### src/sb5_pkg.sv
// Shared constants and types of the 5x5 Sobel gradient stream.
// No dependencies; every other file of the block but sb5_ram imports this package.
package sb5_pkg;

  // Frame geometry limits.
  localparam int MAX_WIDTH  = 2048;
  localparam int MAX_HEIGHT = 4096;
  localparam int MIN_DIM    = 5;

  // Counter and geometry widths.
  localparam int COL_W   = $clog2(MAX_WIDTH);
  localparam int ROW_W   = $clog2(MAX_HEIGHT);
  localparam int EFF_W_W = $clog2(MAX_WIDTH + 1);
  localparam int EFF_H_W = $clog2(MAX_HEIGHT + 1);

  // Configuration port.
  localparam int IMG_W_W    = 12;
  localparam int IMG_H_W    = 13;
  localparam int CFG_IDX_W  = 1;
  localparam int CFG_DATA_W = 13;
  localparam logic [CFG_IDX_W-1:0] CFG_IMAGE_WIDTH  = 1'd0;
  localparam logic [CFG_IDX_W-1:0] CFG_IMAGE_HEIGHT = 1'd1;
  localparam logic [IMG_W_W-1:0]   IMG_W_RESET = 12'd640;
  localparam logic [IMG_H_W-1:0]   IMG_H_RESET = 13'd480;

  // Pixel and gray conversion.
  localparam int CHAN_W    = 8;
  localparam int GRAY_W    = 16;
  localparam int GSUM_W    = 24;
  localparam int GRAY_KR   = 19595;
  localparam int GRAY_KG   = 38470;
  localparam int GRAY_KB   = 7471;
  localparam int GRAY_BIAS = 128;

  // Line stores: one RAM per buffered row.
  localparam int LINES = 4;
  localparam int SLOT_W = $clog2(LINES);
  localparam int TAPS  = 5;

  // Column sums and kernel sums.
  localparam int S_W   = 20;  // smoothing column sum, unsigned
  localparam int D_W   = 19;  // derivative column sum, signed
  localparam int SUM_W = 24;  // full kernel sum, signed

  // Division by 48 with rounding: (mag + 24) >> 4, then times 1/3 by reciprocal.
  localparam int DIV_BIAS    = 24;
  localparam int DIV_SHIFT   = 4;
  localparam int T_W         = 18;
  localparam int RECIP       = 174763;
  localparam int RECIP_SHIFT = 19;

  // Result fields.
  localparam int GRAD_W = 17;
  localparam int CROW_W = 12;
  localparam int CCOL_W = 11;

  // One column of the window, reduced to its two weighted sums.
  typedef struct packed {
    logic [S_W-1:0] smooth;
    logic [D_W-1:0] deriv;   // two's complement
  } col_t;

  // Position data that travels with a pixel down the pipeline.
  typedef struct packed {
    logic [CROW_W-1:0] crow;
    logic [CCOL_W-1:0] ccol;
    logic              last;
  } meta_t;

endpackage

### src/sb5_cell.sv
// One column cell of the sliding 5x5 window; holds the column's weighted sums.
// Depends on sb5_pkg for col_t.
module sb5_cell import sb5_pkg::*; (
  input  logic clk,
  input  logic rst_n,
  input  logic shift,
  input  col_t col_in,
  output col_t col_out
);

  col_t col_r;
  col_t col_nxt;

  // Take the neighbor's column whenever a pixel moves the window.
  always_comb begin
    col_nxt = shift ? col_in : col_r;
  end

  always_ff @(posedge clk) begin
    if (!rst_n) begin
      col_r <= '0;
    end else begin
      col_r <= col_nxt;
    end
  end

  assign col_out = col_r;

endmodule

### config.mk
export PLATFORM = sky130hd
export DESIGN_NAME = sb5_cell
export DESIGN_NICKNAME = d
export VERILOG_FILES = /design/src/sb5_pkg.sv /design/src/sb5_cell.sv
export SDC_FILE = /design/constraint.sdc
export NUM_CORES = 1
export LEC_CHECK = 0
export BUFFER_PORTS_ARGS = -buffer_cell sky130_fd_sc_hd__buf_4
export CORE_ASPECT_RATIO = 0.8
export CORE_MARGIN = 1.5
export CORE_UTILIZATION = 47
export CTS_CLUSTER_SIZE = 14
export DETAILED_ROUTE_END_ITERATION = 10
export GPL_ROUTABILITY_DRIVEN = 0
export PLACE_DENSITY = 0.82
export SYNTH_ARGS = -nofsm -noshare
export SYNTH_HDL_FRONTEND = slang
export SYNTH_SLANG_ARGS = --single-unit
export TNS_END_PERCENT = 50
### constraint.sdc
create_clock -name clk -period 2.65 [get_ports clk]
set_clock_uncertainty 0.15 [all_clocks]
set_input_delay 0.53 -clock clk [delete_from_list [all_inputs] [get_ports clk]]
set_output_delay 0.53 -clock clk [all_outputs]
set_load 0.01 [all_outputs]
### Yosys cells after proc, flatten, opt, wreduce, memory -nomap -nowiden

Index checks and enable logic that the tools add are counted.

* memories: 0
* latch bits: 0
* memory bits (read-only): 0
* bits in writable memories: 0
* flip-flop bits (word level): 39

* reductions and logical operators: 0
* multiply operators: 0
* equal/unequal tests: 0
* divide/modulo/power cells: 0
* add/subtract/negate cells: 0
* mux-type cells: 0
* bitwise operators: 0
* shifts and indexed selects: 0
* $lt $le $gt $ge: 0

### Depth between registers and ports, before layout

* depth after elaboration: 0
* depth in mapped cells: 5
* depth with buffers taken out: 2

### Worst setup path after synthesis

Ideal clock, no wire load.

* path kind: input -> register
* start: input port shift
* end: register col_r (netlist bit col_out[27])
* arrival time: 1.124 ns
* stages: 5
* slack: 1.260 ns
* path buffers: 3
* library setup time: 0.116 ns
* path through: buf_4 buf_8 buf_12 mux2i_1 nor2b_1

RTL lines
* from (decl): line sb5_cell.sv:6 `input logic shift,`
* to (signal assigned): line sb5_cell.sv:23 `col_r <= col_nxt;`
* to (decl): line sb5_cell.sv:11 `col_t col_r;`

### Worst setup path in the final report

* start: register col_r (netlist bit col_out[4])
* end: output port col_out[4] (netlist name)

RTL lines
* to (decl): line sb5_cell.sv:8 `output col_t col_out`

No word-level cell between the ends.

==> flow_metrics.tcl <==
set metrics [dict create \
    finalHoldViolations 0 \
    path_cells "buf_4" \
    ir_worst_vdd_mv 0.337 \
    antennaDiodeCount 0 \
    worst_ep_arrival_time_ns 0.77 \
    finalCriticalPeriod_ns 1.45 \
    cts_setup_buffers 0 \
    crit_required_ns 1.97 \
    slew_viol_final 0 \
    power_density_nw_per_um2 615 \
    mostFrequentLayoutCells "buf_4, mux2i_1, nor2b_1, dfxtp_1, clkbuf_8" \
    maxSlewHeadroom 0.590 \
    slowest_stage "dfxtp_1" \
    finalSetupTns_ns 0 \
    cp_max_fo 2 \
    nNetsFinal 246 \
    io_buffers 80 \
    status "completed" \
    crit_buf_inv 1 \
    synth_cell_types 8 \
    holdPathEnd "col_out[6]" \
    min_path_type "in2reg" \
    place_hpwl_microns 2210 \
    final_core_util 0.713 \
    worstMarginPinSlew_ns 0.615 \
    start_util 0.486 \
    ctsHoldBuffers 0 \
    mappedNetlistArea_sq_um 1490 \
    wl_per_cell_microns 12.5 \
    fillCellCount 231 \
    routed_wl_microns 3050 \
    totalPowerFinal_mw 1.34 \
    drt-initial-drc-count 24 \
    reg2reg_to "col_out[4]" \
    core-area_sq_um 3060 \
    min_period_over_period 0.546 \
    leakagePower_nw 1.08 \
    maxCapViolations 0 \
    die_area_sq_um 3520 \
    synthCells 126 \
    cts_max_level 2 \
    drtAntennaViolNets 0 \
    largest_register_ffs 39 \
    clk_path_buf_depth 2 \
    grt_max_degree 40 \
    final_common_cell "buf_4" \
    reg2reg_slack_ns 1.85 \
    area_growth_pct 46.6 \
    die_w_microns 65.9 \
    cts_made_buffers 5 \
    grt_pass1_vias 1040 \
    critPathLaunchType "flip-flop" \
    crit_family "flip-flops" \
    antenna_found_initial 0 \
    rsz0062_at_grt "no" \
    firstDrtPassIters 3 \
    rows 18 \
    vias 1132 \
    viasPerCell 4.62 \
    io_pins 81 \
    cts_resized 0 \
    fmax_mhz 691 \
    ys_seq_area_frac 0.524 \
    ys_ff_latch 39 \
    critPathKind "reg2out" \
    cts_tree "yes" \
    grt_use_total 0.180 \
    hp-start "col_in[6]" \
    avgSynthCellArea_sq_um 11.8 \
    clkTransAtPathRegs_ns 0.07 \
    grt-ovfl-total 0 \
    grt_pass1_wl_microns 4580 \
    rr_startpoint "col_out[4]" \
    clk_latency_ns 0.29 \
    root_buffer "clkbuf_8" \
    drive_gt1_frac 0.429 \
    setup_violations 0 \
    reg2regPathDepth 2 \
    die_height_microns 53.3 \
    endpoint_kind "primary output" \
    slowest_delay_ns 0.35 \
    ys_warn_count 0 \
    syn_nets 168 \
    holdPathStages 3 \
    cts_sinks 39 \
    drc 0 \
]
==> per-layer routing <==
metal / GRT usage / share of wire / up-vias
met4: 0.0938 / 0.022 / 0
met3: 0.0660 / 0.097 / 8
met2: 0.310 / 0.47 / 51
met1: 0.195 / 0.41 / 503
li1: - / - / 570
met5: 0 / 0 / -
==> final cells by class <==
cell class	instances	area, sq um	share of cell area
flip-flops and latches	39	781	0.358
multi-input cells	78	634	0.291
repair buffers	80	601	0.275
clock buffers	6	82.6	0.0378
well taps	40	50.0	0.0229
clock inverters	2	35.0	0.0160
==> synth_stat cells <==
cell type  instances  area, sq um
clkbuf_1           3         11.3
buf_4              3         22.5
nor2b_1           39          244
mux2i_1           39          390
buf_12             1         20.0
buf_8              1         15.0
dfxtp_1           39          781
buf_2              1         5.00
==> through the flow <==
stage               hold slack (ns)  setup slack (ns)  cell area [sq um]  std cells
finish                        0.344              1.20               2180        245
global route                  0.345              1.16               2180        245
CTS                           0.338              1.19               2180        245
detailed placement            0.354             0.965               2070        237
global placement              0.347              1.04               2070        237
floorplan                     0.388              1.26               1490        126
==> power by group <==
part	internal, mW	switching [mW]
sequential	0.621	0.0186
clock	0.304	0.199
combinational	0.121	0.0777
==> kinds of logic (layout without fill, tap and decap cells) <==
kind of cell	after synthesis	after routing	synth area share
flip-flops	39	39	0.524
multiplexers	39	39	0.262
AND/OR/NAND/NOR	39	39	0.164
buffers and inverters	9	88	0.0496
==> worst max path at each step <==
stage / end / cells past startpoint / from / slack, ns
2_1_floorplan: col_out[27] / 5 / shift / 1.26
3_3_place_gp: col_out[29] / 3 / shift / 1.04
3_5_place_dp: col_out[4] / 3 / shift / 0.96
4_1_cts: col_out[33] / 1 / col_out[33] / 1.19
5_1_grt: col_out[14] / 1 / col_out[14] / 1.16
6_report: col_out[4] / 1 / col_out[4] / 1.20
(Power assumes the default switching activity.)
