===== src/sb5_pkg.sv =====
// Shared constants and types of the 5x5 Sobel gradient stream.
// No dependencies; every other file of the block but sb5_ram imports this package.
package sb5_pkg;

  // Frame geometry limits.
  localparam int MAX_WIDTH  = 2048;
  localparam int MAX_HEIGHT = 4096;
  localparam int MIN_DIM    = 5;

  // Counter and geometry widths.
  localparam int COL_W   = $clog2(MAX_WIDTH);
  localparam int ROW_W   = $clog2(MAX_HEIGHT);
  localparam int EFF_W_W = $clog2(MAX_WIDTH + 1);
  localparam int EFF_H_W = $clog2(MAX_HEIGHT + 1);

  // Configuration port.
  localparam int IMG_W_W    = 12;
  localparam int IMG_H_W    = 13;
  localparam int CFG_IDX_W  = 1;
  localparam int CFG_DATA_W = 13;
  localparam logic [CFG_IDX_W-1:0] CFG_IMAGE_WIDTH  = 1'd0;
  localparam logic [CFG_IDX_W-1:0] CFG_IMAGE_HEIGHT = 1'd1;
  localparam logic [IMG_W_W-1:0]   IMG_W_RESET = 12'd640;
  localparam logic [IMG_H_W-1:0]   IMG_H_RESET = 13'd480;

  // Pixel and gray conversion.
  localparam int CHAN_W    = 8;
  localparam int GRAY_W    = 16;
  localparam int GSUM_W    = 24;
  localparam int GRAY_KR   = 19595;
  localparam int GRAY_KG   = 38470;
  localparam int GRAY_KB   = 7471;
  localparam int GRAY_BIAS = 128;

  // Line stores: one RAM per buffered row.
  localparam int LINES = 4;
  localparam int SLOT_W = $clog2(LINES);
  localparam int TAPS  = 5;

  // Column sums and kernel sums.
  localparam int S_W   = 20;  // smoothing column sum, unsigned
  localparam int D_W   = 19;  // derivative column sum, signed
  localparam int SUM_W = 24;  // full kernel sum, signed

  // Division by 48 with rounding: (mag + 24) >> 4, then times 1/3 by reciprocal.
  localparam int DIV_BIAS    = 24;
  localparam int DIV_SHIFT   = 4;
  localparam int T_W         = 18;
  localparam int RECIP       = 174763;
  localparam int RECIP_SHIFT = 19;

  // Result fields.
  localparam int GRAD_W = 17;
  localparam int CROW_W = 12;
  localparam int CCOL_W = 11;

  // One column of the window, reduced to its two weighted sums.
  typedef struct packed {
    logic [S_W-1:0] smooth;
    logic [D_W-1:0] deriv;   // two's complement
  } col_t;

  // Position data that travels with a pixel down the pipeline.
  typedef struct packed {
    logic [CROW_W-1:0] crow;
    logic [CCOL_W-1:0] ccol;
    logic              last;
  } meta_t;

endpackage


===== src/sb5_div48.sv =====
// Two-stage signed divide by 48, rounding half away from zero.
// Depends on sb5_pkg for widths and the reciprocal constant.
module sb5_div48 import sb5_pkg::*; (
  input  logic                     clk,
  input  logic                     adv,
  input  logic signed [SUM_W-1:0]  sum,
  output logic signed [GRAD_W-1:0] quo
);

  localparam logic [T_W-1:0] RECIP_C = T_W'(RECIP);

  logic [SUM_W-1:0]   mag;
  logic [T_W-1:0]     t_r, t_nxt;
  logic               neg_r, neg2_r;
  logic [2*T_W-1:0]   prod_r, prod_nxt;
  logic [GRAD_W-1:0]  qmag;

  // Stage one: magnitude, rounding bias and the divide by 16.
  always_comb begin
    mag   = sum[SUM_W-1] ? SUM_W'(-sum) : SUM_W'(sum);
    t_nxt = T_W'((mag + SUM_W'(DIV_BIAS)) >> DIV_SHIFT);
  end

  // Stage two: divide by 3 through the reciprocal.
  always_comb begin
    prod_nxt = t_r * RECIP_C;
  end

  always_ff @(posedge clk) begin
    if (adv) begin
      t_r    <= t_nxt;
      neg_r  <= sum[SUM_W-1];
      prod_r <= prod_nxt;
      neg2_r <= neg_r;
    end
  end

  // Restore the sign.
  always_comb begin
    qmag = prod_r[RECIP_SHIFT +: GRAD_W];
    quo  = neg2_r ? -$signed(qmag) : $signed(qmag);
  end

endmodule

===== config.mk =====
export PLATFORM = sky130hd
export DESIGN_NAME = sb5_div48
export DESIGN_NICKNAME = d
export VERILOG_FILES = /design/src/sb5_pkg.sv /design/src/sb5_div48.sv
export SDC_FILE = /design/constraint.sdc
export NUM_CORES = 1
export LEC_CHECK = 0
export ABC_CLOCK_PERIOD_IN_PS = 16100
export BUFFER_PORTS_ARGS = -buffer_cell sky130_fd_sc_hd__buf_2
export CAP_MARGIN = 30
export CELL_PAD_IN_SITES_DETAIL_PLACEMENT = 0
export CELL_PAD_IN_SITES_GLOBAL_PLACEMENT = 1
export CORE_UTILIZATION = 55
export CTS_CLUSTER_SIZE = 20
export DETAILED_ROUTE_END_ITERATION = 16
export GPL_TIMING_DRIVEN = 0
export PLACE_DENSITY = 0.92
export SLEW_MARGIN = 30
export SYNTH_ARGS = -nofsm -noshare
export SYNTH_HDL_FRONTEND = slang
export SYNTH_SLANG_ARGS = --single-unit

===== constraint.sdc =====
create_clock -name clk -period 16.1 [get_ports clk]
set_input_delay 1.61 -clock clk [delete_from_list [all_inputs] [get_ports clk]]
set_output_delay 1.61 -clock clk [all_outputs]
set_load 0.02 [all_outputs]

# After elaboration in Yosys (flattened, before gate mapping)
# Index checks and enable logic that the tools add are counted.
# op_classes
addsub	3
n_mul	1
div_mod_pow	0
magnitude_cmp	0
n_eq_ne	0
shifts	0
muxes	2
n_bitwise	0
reduce_logical	0
# op_table
cell	count
multiplier 18 x 18 -> 36 bit, second input constant	1
adder 22 x 5 -> 22 bit, second input constant	1
2-to-1 mux 22 bit	1
negator 22 bit	1
2-to-1 mux 17 bit	1
negator 17 bit	1
# word_totals
regBits	56
latchBits	0
ramBits	0
rom_bits	0
output_inout_bits	17
n_memories	0

# Logic depth before layout (Yosys ltp)
# Gate-level depths: netlist of the first run.
# logic_depth
ltp_word	3
mapped_depth	20
mapped_depth_nobuf	20

# Least setup slack after synthesis of the first run
# Ideal clock, no wire load.
# synth_path
path_type	reg2reg
start	register t_r[2]
end	register prod_r[34] (data pin)
setup_time_ns	0.258
t_arrival_ns	5.405
required_time_ns	15.842
slack_ns	10.437
path_stages_with_launch	20
n_path_buf	0
period_less_slack_ns	5.663
path_cell_list	edfxtp_1 -> ha_1 -> fa_1 -> inv_1 -> fa_1 -> inv_1 -> fa_1 -> fa_1 -> inv_1 -> fa_1 -> inv_1 -> ha_1 -> nand2_1 -> o311a_1 -> a211oi_1 -> a31o_2 -> nor2_1 -> o31ai_1 -> a21oi_1 -> xnor2_1
# synth_between
elab_chain_cells	1
# synth_lines
item	line_no	source
from (decl)	sb5_div48.sv:13	logic [T_W-1:0] t_r, t_nxt;
from (signal assigned)	sb5_div48.sv:31	t_r <= t_nxt;
multiplier 18 x 18 -> 36 bit	sb5_div48.sv:26	prod_nxt = t_r * RECIP_C;
via prod_nxt[34]	sb5_div48.sv:15	logic [2*T_W-1:0] prod_r, prod_nxt;
to (signal assigned)	sb5_div48.sv:33	prod_r <= prod_nxt;
to (decl)	sb5_div48.sv:15	
# The timed path passes the listed nets, and every way through them passes these cells.
# A chain may end at the register's enable or synchronous reset.

# Worst setup path in the final report of the first run
# layout_path
start	register t_r[1]
end	register prod_r[34] (data pin)
# Same word-level chain as after synthesis.

==> results.json, run 1 <==
{
  "post_cts_buffers": 0,
  "post-place-ws_ns": 9.86,
  "crit_fanout": 7,
  "diodes": 0,
  "via_count": 5659,
  "drt_iter0_drc": 312,
  "cts_buffers": 5,
  "worstRegToRegCells": 20,
  "die_w_um": 125,
  "post_drt_wl_per_cell_um": 14.4,
  "grt_pass1_vias": 5732,
  "synthArstFlopShare_pct": 0,
  "grt_pass1_wl_um": 26700,
  "cp.arrival_ns": 6.29,
  "cp-start-kind": "flip-flop",
  "final_nets": 1195,
  "setup_viol": 0,
  "critPathKind": "flip-flop to flip-flop",
  "antenna_found_initial": 0,
  "synth_seq_cells": 37,
  "mostFrequentLayoutCell": "inv_1",
  "die-area_sq_mm": 0.0155,
  "clk_path_buf_depth": 2,
  "portBuffers": 35,
  "syn_to_final_growth_pct": 6.58,
  "slew_headroom_pct": 45.1,
  "grt_usage_pct": 21.4,
  "yosys_warnings": 0,
  "num_rows": 44,
  "tightest_slew_ns": 0.823,
  "syn-num-nets": 1153,
  "avgSynthCellArea_sq_um": 9.63,
  "slew_violations": 0,
  "min_path_cells": 0,
  "io_pins": 43,
  "fmax_ghz": 0.160,
  "skew_ns": 0.00591,
  "worst_setup_path_end_kind": "flip-flop",
  "drc": 0,
  "core_sq_mm": 0.0146,
  "holdWs_ns": 0.547,
  "postSynthCellCount": 859,
  "status": "finished clean",
  "first_pass_iters": 4,
  "fin_tns_setup_ns": 0,
  "hold_buffers": 0,
  "layout_common_cells": "238 x inv_1, 160 x ha_1, 108 x fa_1",
  "synth-edff-count": 37,
  "setup_ws_ns": 9.84,
  "routed_wl_um": 15700,
  "initial_utilization_pct": 56.7,
  "hold_violations": 0,
  "worstPathRequired_ns": 16.14,
  "fin_crit_sh_pct": 38.9,
  "hpwl_um": 13800,
  "syn_area_sq_mm": 0.00827,
  "clk_pin_slew_ns": 0.06,
  "clk_latency_ns": 0.28,
  "hold_class": "flip-flop to flip-flop",
  "clockRootBuffer": "clkbuf_16",
  "period_minus_slack_ns": 6.26,
  "cts_tree": "yes",
  "gp_congestion": 0.915,
  "ys_seq_area_share_pct": 13.4,
  "vias_per_cell": 5.21,
  "clkSinkCount": 37,
  "grt_max_degree": 38,
  "synth-main-ff-cell": "edfxtp_1",
  "die_h_um": 125,
  "htree_levels": 2,
  "drive_gt1_share_pct": 7.65,
  "drv_cap": 0,
  "postRouteAntennaNets": 0,
  "grt_setup_unrepaired": "false",
  "grt_overflow": 0,
  "yosysUniqueCellTypes": 67,
  "post_cts_resized": 0
}
-- per-layer routing --
metal | GRT usage (%) | part of all wire (%)
met2 | 35.7 | 47
met1 | 29.8 | 49
met4 | 5.46 | 1.6
met5 | 0 | 0
met3 | 2.06 | 2.6
-- final timing paths --
path	startpoint	slack, ns	end
min	neg_r	0.55	neg2_r
max reg2reg	t_r[1]	9.84	prod_r[34]
max	t_r[1]	9.84	prod_r[34]
min reg2reg	neg_r	0.55	neg2_r
-- cell type report --
type                    instances  area [sq um]
fillers                      1245          5770
plain buffers                  13          86.3
multi-input cells             571          6180
flip-flops and latches         37          1110
clock buffers                   6           129
clock inverters                 2          10.0
repair buffers                 35           175
well taps                     184           230
inverters                     238           893
-- critical path, cell delays in order, from the launching register on --
cell and delay (ns):
edfxtp_1 0.53, ha_1 0.44, xor2_1 0.33, ha_1 0.21
a21oi_1 0.07, fa_1 0.49, inv_1 0.05, fa_1 0.50
fa_1 0.54, inv_1 0.05, fa_1 0.52, inv_1 0.04
ha_1 0.36, nand2_1 0.08, o311a_1 0.34, a211oi_1 0.43
a31o_2 0.24, nor2_1 0.10, o31ai_1 0.39, a21oi_1 0.14
xnor2_1 0.14
-- sequential cells by signal, summed over array words and instances (netlist names) --
register / cells
neg2_r: 1
neg_r: 1
prod_r: 17
t_r: 18
-- cells in the mapped netlist, drive strengths merged, types with 19 or more instances --
master	instances	share of area [%]
inv	238	11
ha	160	24
fa	108	26
xnor2	44	4.7
edfxtp	37	13
nand2	32	1.5
a21oi	30	1.8
nor2	22	1.0
o21ai	22	1.3
xor2	19	2.0
-- through the flow --
step                std cells  util [%]  instance area (sq um)
floorplan                 859         -                   8270
global placement         1078      59.5                   8680
detailed placement       1078      59.5                   8680
CTS                      1086      60.4                   8820
global route             1086      60.4                   8820
finish                   1086      60.4                   8820
-- kinds of logic (layout without fill, tap and decap cells) --
kind of cell | Yosys count | after routing | share of synthesized area (%)
simple gates | 120 | 120 | 7.94
xor+xnor | 63 | 63 | 6.67
buf+inv | 251 | 294 | 11.8
mux | 1 | 1 | 0.121
compound gates | 119 | 119 | 9.68
flops | 37 | 37 | 13.4
fa+ha+maj | 268 | 268 | 50.3
Power of run 1 is not shown: default switching activity piles up to over one toggle a cycle in this logic, so the estimate is an artifact.
==> run 2: changes to the inputs <==
Settings changed: ABC_AREA set to 1, ABC_CLOCK_PERIOD_IN_PS 16100 to 6300, CORE_UTILIZATION 55 to 49, PLACE_DENSITY 0.92 to 0.85.
Clock period 16.1 ns to 6.3 ns, I/O delays scaled along.
==> run 2 against run 1 <==
  * First-iteration DRC count fell by 8.7%
  * Setup slack lost 9.2 ns
  * Non-clock buffer count is 2 lower
  * Clock skew up 0.0014 ns
  * Utilization is 6.6 points lower
  * Critical path depth shrank 1
==> results.json, run 2 <==
{
  "clk_pin_slew_ns": 0.06,
  "drc": 0,
  "drv_cap": 0,
  "worst_hold_startpoint": "neg_r",
  "vias_per_cell": 5.04,
  "fin_util_pct": 53.8,
  "post_cts_buffers": 0,
  "mostFrequentLayoutCell": "inv_1",
  "slew_violations": 0,
  "fin_tns_setup_ns": 0,
  "post_cts_resized": 0,
  "syn_to_final_growth_pct": 7.63,
  "crit_slowest_cell": "edfxtp_1",
  "fmax_ghz": 0.176,
  "portBuffers": 41,
  "grt_use_met1_pct": 33.5,
  "postRouteAntennaNets": 0,
  "synth_top_area_share_pct": 24.1,
  "die-area_sq_mm": 0.0189,
  "synth_area_leader_cell": "fa_1",
  "yosys-top-cells-count": "308 x inv_1, 166 x nand2_1, 160 x ha_1",
  "r2r_setup_slack_ns": 0.62,
  "use_met2_pct": 39.1,
  "postSynthCellCount": 1111,
  "grt_overflow": 0,
  "seq_area_sq_mm": 0.00111,
  "met3_usage_pct": 2.24,
  "synth_seq_cells": 37,
  "initial_utilization_pct": 50.0,
  "worst_setup_path_end_kind": "flip-flop",
  "io_pins": 43,
  "grt_pass1_wl_um": 34400,
  "setup.worst_path.start": "t_r[7]",
  "clockRootBuffer": "clkbuf_16",
  "clk_path_buf_depth": 2,
  "avgSynthCellArea_sq_um": 8.09,
  "skew_ns": 0.00732,
  "hold_class": "flip-flop to flip-flop",
  "r2r_end": "prod_r[31]",
  "period_minus_slack_ns": 5.68,
  "syn_area_sq_mm": 0.00899,
  "status": "finished clean",
  "slew_headroom_pct": 46.2,
  "syn-num-nets": 1405,
  "crit_fanout": 6,
  "die_w_um": 137,
  "cts_buffers": 5,
  "routed_wl_um": 20400,
  "core_sq_mm": 0.0180,
  "diodes": 0,
  "setup_viol": 0,
  "critPathKind": "flip-flop to flip-flop",
  "cts_tree": "yes",
  "die_h_um": 137,
  "htree_levels": 2,
  "fillers": 1745,
  "grt_pass1_vias": 6942,
  "multiInputGateArea_sq_mm": 0.00668,
  "ys_seq_area_share_pct": 12.4,
  "worstRegToRegCells": 19,
  "antenna_found_initial": 0,
  "layout_common_cells": "308 x inv_1, 166 x nand2_1, 160 x ha_1",
  "synthTopCellsByArea": "fa_1 24%, ha_1 22%, inv_1 13%",
  "largest_reg_flops": 18,
  "tightest_slew_ns": 0.806,
  "final_nets": 1453,
  "grt_max_degree": 38,
  "cp.arrival_ns": 5.72,
  "drive_gt1_share_pct": 8.19,
  "gp_congestion": 0.927,
  "yosysMostFrequentCell": "inv_1",
  "first_pass_iters": 4,
  "hold-path-endpoint": "neg2_r",
  "hold_buffers": 0,
  "fin_crit_sh_pct": 90.1,
  "num_rows": 49,
  "synth-edff-count": 37,
  "worstPathRequired_ns": 6.35,
  "via_count": 7003,
  "grt_usage_pct": 24.0,
  "clkSinkCount": 37,
  "post-place-ws_ns": 0.639,
  "largest-register": "t_r",
  "drt_iter0_drc": 285,
  "yosysUniqueCellTypes": 38,
  "cpPeakStageDelay_ns": 0.56,
  "post_drt_wl_per_cell_um": 14.7,
  "path_buf_inv": 5,
  "hold_violations": 0,
  "clk_latency_ns": 0.28,
  "cp-start-kind": "flip-flop",
  "r2r_start": "t_r[7]",
  "grt_setup_unrepaired": "false",
  "synthArstFlopShare_pct": 0,
  "grt-busiest-layer": "met2",
  "critical_path.cell_chain": "ha_1 > fa_1 > inv_1 > fa_1 > fa_1 > inv_1 > fa_1 > inv_1 > fa_1 > inv_1 > ha_1 > a21oi_1 > inv_1 > a31oi_1 > o21ai_0 > a211oi_1 > nand2_1 > nand2_1 > nand2_1",
  "setup_ws_ns": 0.621,
  "hpwl_um": 18200,
  "min_path_cells": 0,
  "yosys_warnings": 0,
  "reg.largest.list": "t_r (18), prod_r (17)",
  "crit_family": "adder cells",
  "synth-main-ff-cell": "edfxtp_1"
}
## run 2: logic make-up (layout without fill, tap and decap cells)
kind of cell / after synthesis / after routing / share of synthesized area, %
buffers and inverters: 315 / 364 / 13.3
xor gates and xnor gates: 40 / 40 / 4.11
DFF: 37 / 37 / 12.4
and+or+nand+nor: 352 / 352 / 17.7
adders and majority gates: 268 / 268 / 46.3
AOI/OAI and AO/OA: 99 / 99 / 6.15
## run 2: area by class of cell
| cell class | instances | share of cell area [%] |
|---|---|---|
| buffer | 5 | 0.362 |
| clock buffer | 5 | 1.29 |
| clock inverter | 3 | 0.711 |
| inverter | 310 | 12.0 |
| multi-input combinational | 759 | 69.0 |
| sequential | 37 | 11.5 |
| tap | 229 | 2.96 |
| timing repair buffer | 41 | 2.12 |
## run 2: per-stage QoR
stage / std cells / area [sq um] / hold slack, ns
2_1_floorplan: 1111 / 8990 / 0.400
5_1_grt: 1389 / 9670 / 0.444
4_1_cts: 1389 / 9670 / 0.443
3_3_place_gp: 1381 / 9480 / 0.417
6_report: 1389 / 9670 / 0.432
3_5_place_dp: 1381 / 9480 / 0.413
## run 2: per-layer routing
layer / vias up / routed length (um)
li1: 3522 / -
met1: 3319 / 9950
met2: 135 / 9210
met3: 27 / 733
met4: 0 / 527
met5: - / 0
## run 2: how the worst max path moves through the flow
stage	to	slack, ns	cells after the start
2_1_floorplan	prod_r[31]	1.26	19
3_3_place_gp	prod_r[31]	0.64	19
3_5_place_dp	prod_r[31]	0.64	19
4_1_cts	prod_r[31]	0.63	19
5_1_grt	prod_r[31]	0.22	19
6_report	prod_r[31]	0.62	19
Power of run 2 is left out for the same reason.
==> run 3: changes to the inputs <==
Settings changed: ABC_AREA 1 to 0, ABC_CLOCK_PERIOD_IN_PS 6300 to 4900, CORE_UTILIZATION 49 to 46, PLACE_DENSITY 0.85 to 0.82, SKIP_CTS_REPAIR_TIMING set to 1.
Clock period 6.3 ns to 4.9 ns, I/O delays scaled along.
==> run 3 against run 2 <==
  * Cell count shrank 15%
  * The flow now finishes with violations (negative setup slack)
  * Global-route usage shrank 4.9 points
  * Highest routed layer unchanged
  * Register-to-register slack lost 1.2 ns
  * Routed wire length shrank 14%
  * Utilization grew 3.1 points
==> results.json, run 3 (synthesis results as in run 1) <==
{
  "status": "finished with violations",
  "violations": "negative setup slack",
  "fin_util_pct": 56.9,
  "fin_crit_sh_pct": 112,
  "worstPathRequired_ns": 4.92,
  "cts_buffers": 5,
  "clk_pin_slew_ns": 0.05,
  "fillers": 1519,
  "fin_tns_setup_ns": -6.09,
  "slew_headroom_pct": 45.8,
  "crit_fanout": 6,
  "setup_ws_ns": -0.600,
  "die-area_sq_mm": 0.0185,
  "layout_common_cells": "224 x inv_1, 127 x ha_1, 105 x fa_1",
  "reg.largest.list": "t_r (18), prod_r (17)",
  "slew_violations": 0,
  "drt_iter0_drc": 226,
  "largest-register": "t_r",
  "mostFrequentLayoutCell": "inv_1",
  "worst_setup_path_end_kind": "flip-flop",
  "grt_pass1_vias": 5678,
  "clk_latency_ns": 0.28,
  "first_pass_iters": 4,
  "final_nets": 1244,
  "crit_family": "adder cells",
  "drv_cap": 0,
  "syn_to_final_growth_pct": 19.9,
  "drc": 0,
  "die_h_um": 136,
  "final_area_sq_mm": 0.00992,
  "vias_per_cell": 4.99,
  "tightest_slew_ns": 0.813,
  "clockRootBuffer": "clkbuf_16",
  "htree_levels": 2,
  "die_w_um": 136,
  "routed_wl_um": 17500,
  "cts_tree": "yes",
  "hpwl_um": 14200,
  "fmax_ghz": 0.182,
  "clk_path_buf_depth": 2,
  "diodes": 0,
  "skew_ns": 0.00463,
  "cp.arrival_ns": 5.52,
  "grt_usage_pct": 19.0,
  "cp-start-kind": "flip-flop",
  "cpPeakStageDelay_ns": 0.54,
  "portBuffers": 35,
  "hold_class": "primary input to flip-flop",
  "grt_overflow": 0,
  "path_buf_inv": 6,
  "place_area_sq_mm": 0.00892,
  "clkSinkCount": 37,
  "postRouteAntennaNets": 0,
  "critical_path.cell_chain": "buf_6 > ha_4 > fa_1 > inv_1 > fa_2 > inv_2 > fa_2 > inv_2 > fa_2 > fa_1 > inv_2 > ha_4 > nand4_1 > a2111oi_4 > nor2_2 > a211oi_2 > buf_4 > nor2_4 > o31ai_4 > a21oi_2 > xnor2_1",
  "core_sq_mm": 0.0174,
  "num_rows": 48,
  "drive_gt1_share_pct": 21.4,
  "gp_congestion": 0.849,
  "crit_slowest_cell": "edfxtp_1",
  "grt_pass1_wl_um": 27300,
  "largest_reg_flops": 18,
  "antenna_found_initial": 0,
  "post_drt_wl_per_cell_um": 14.9,
  "grt_max_degree": 38,
  "grt_setup_unrepaired": "true",
  "critPathKind": "flip-flop to flip-flop",
  "initial_utilization_pct": 47.5,
  "via_count": 5863,
  "setup_viol": 13,
  "hold_violations": 0,
  "period_minus_slack_ns": 5.50,
  "io_pins": 43,
  "holdWs_ns": 0.501
}
## run 3: cell types whose count changed in the layout (fill, tap and decap cells not counted), moves of 39 or more
| cell | change |
|---|---|
| nand3_1 | -39 |
| inv_1 | -84 |
| nor2_1 | -60 |
| nand2_1 | -138 |
| buf_4 | +39 |
## run 3: metrics by stage
step | worst slack [ns] | std cells
after floorplan | -0.332 | 859
after global placement | -0.921 | 1119
after detailed placement | -0.946 | 1119
after CTS | -0.986 | 1126
after global routing | -0.769 | 1175
final | -0.600 | 1175
## run 3: layer usage
layer	up-vias	track usage, %	share of wire [%]
li1	2959	-	-
met1	2754	25.6	47
met2	117	33.1	48
met3	33	1.79	2.9
met4	0	3.95	2.2
met5	-	0	0
## run 3: final cells by class
type / instances / area, sq um / area share [%]
buffer: 13 / 86.3 / 0.870
inverter: 238 / 893 / 9.01
tap: 225 / 282 / 2.84
multi-input combinational: 571 / 6830 / 68.9
sequential: 37 / 1110 / 11.2
clock inverter: 1 / 3.75 / 0.0378
clock buffer: 6 / 129 / 1.30
timing repair buffer: 84 / 581 / 5.85
## run 3: path summary, 6_finish.rpt
kind / startpoint / to / slack (ns) / depth (start not counted)
setup / recovery: t_r[5] / prod_r[34] / -0.60 / 21
hold / removal: sum[21] / t_r[17] / 0.50 / 2
setup reg to reg: t_r[5] / prod_r[34] / -0.60 / 21
hold reg to reg: neg_r / neg2_r / 0.55 / 0
Power of run 3 is left out for the same reason.
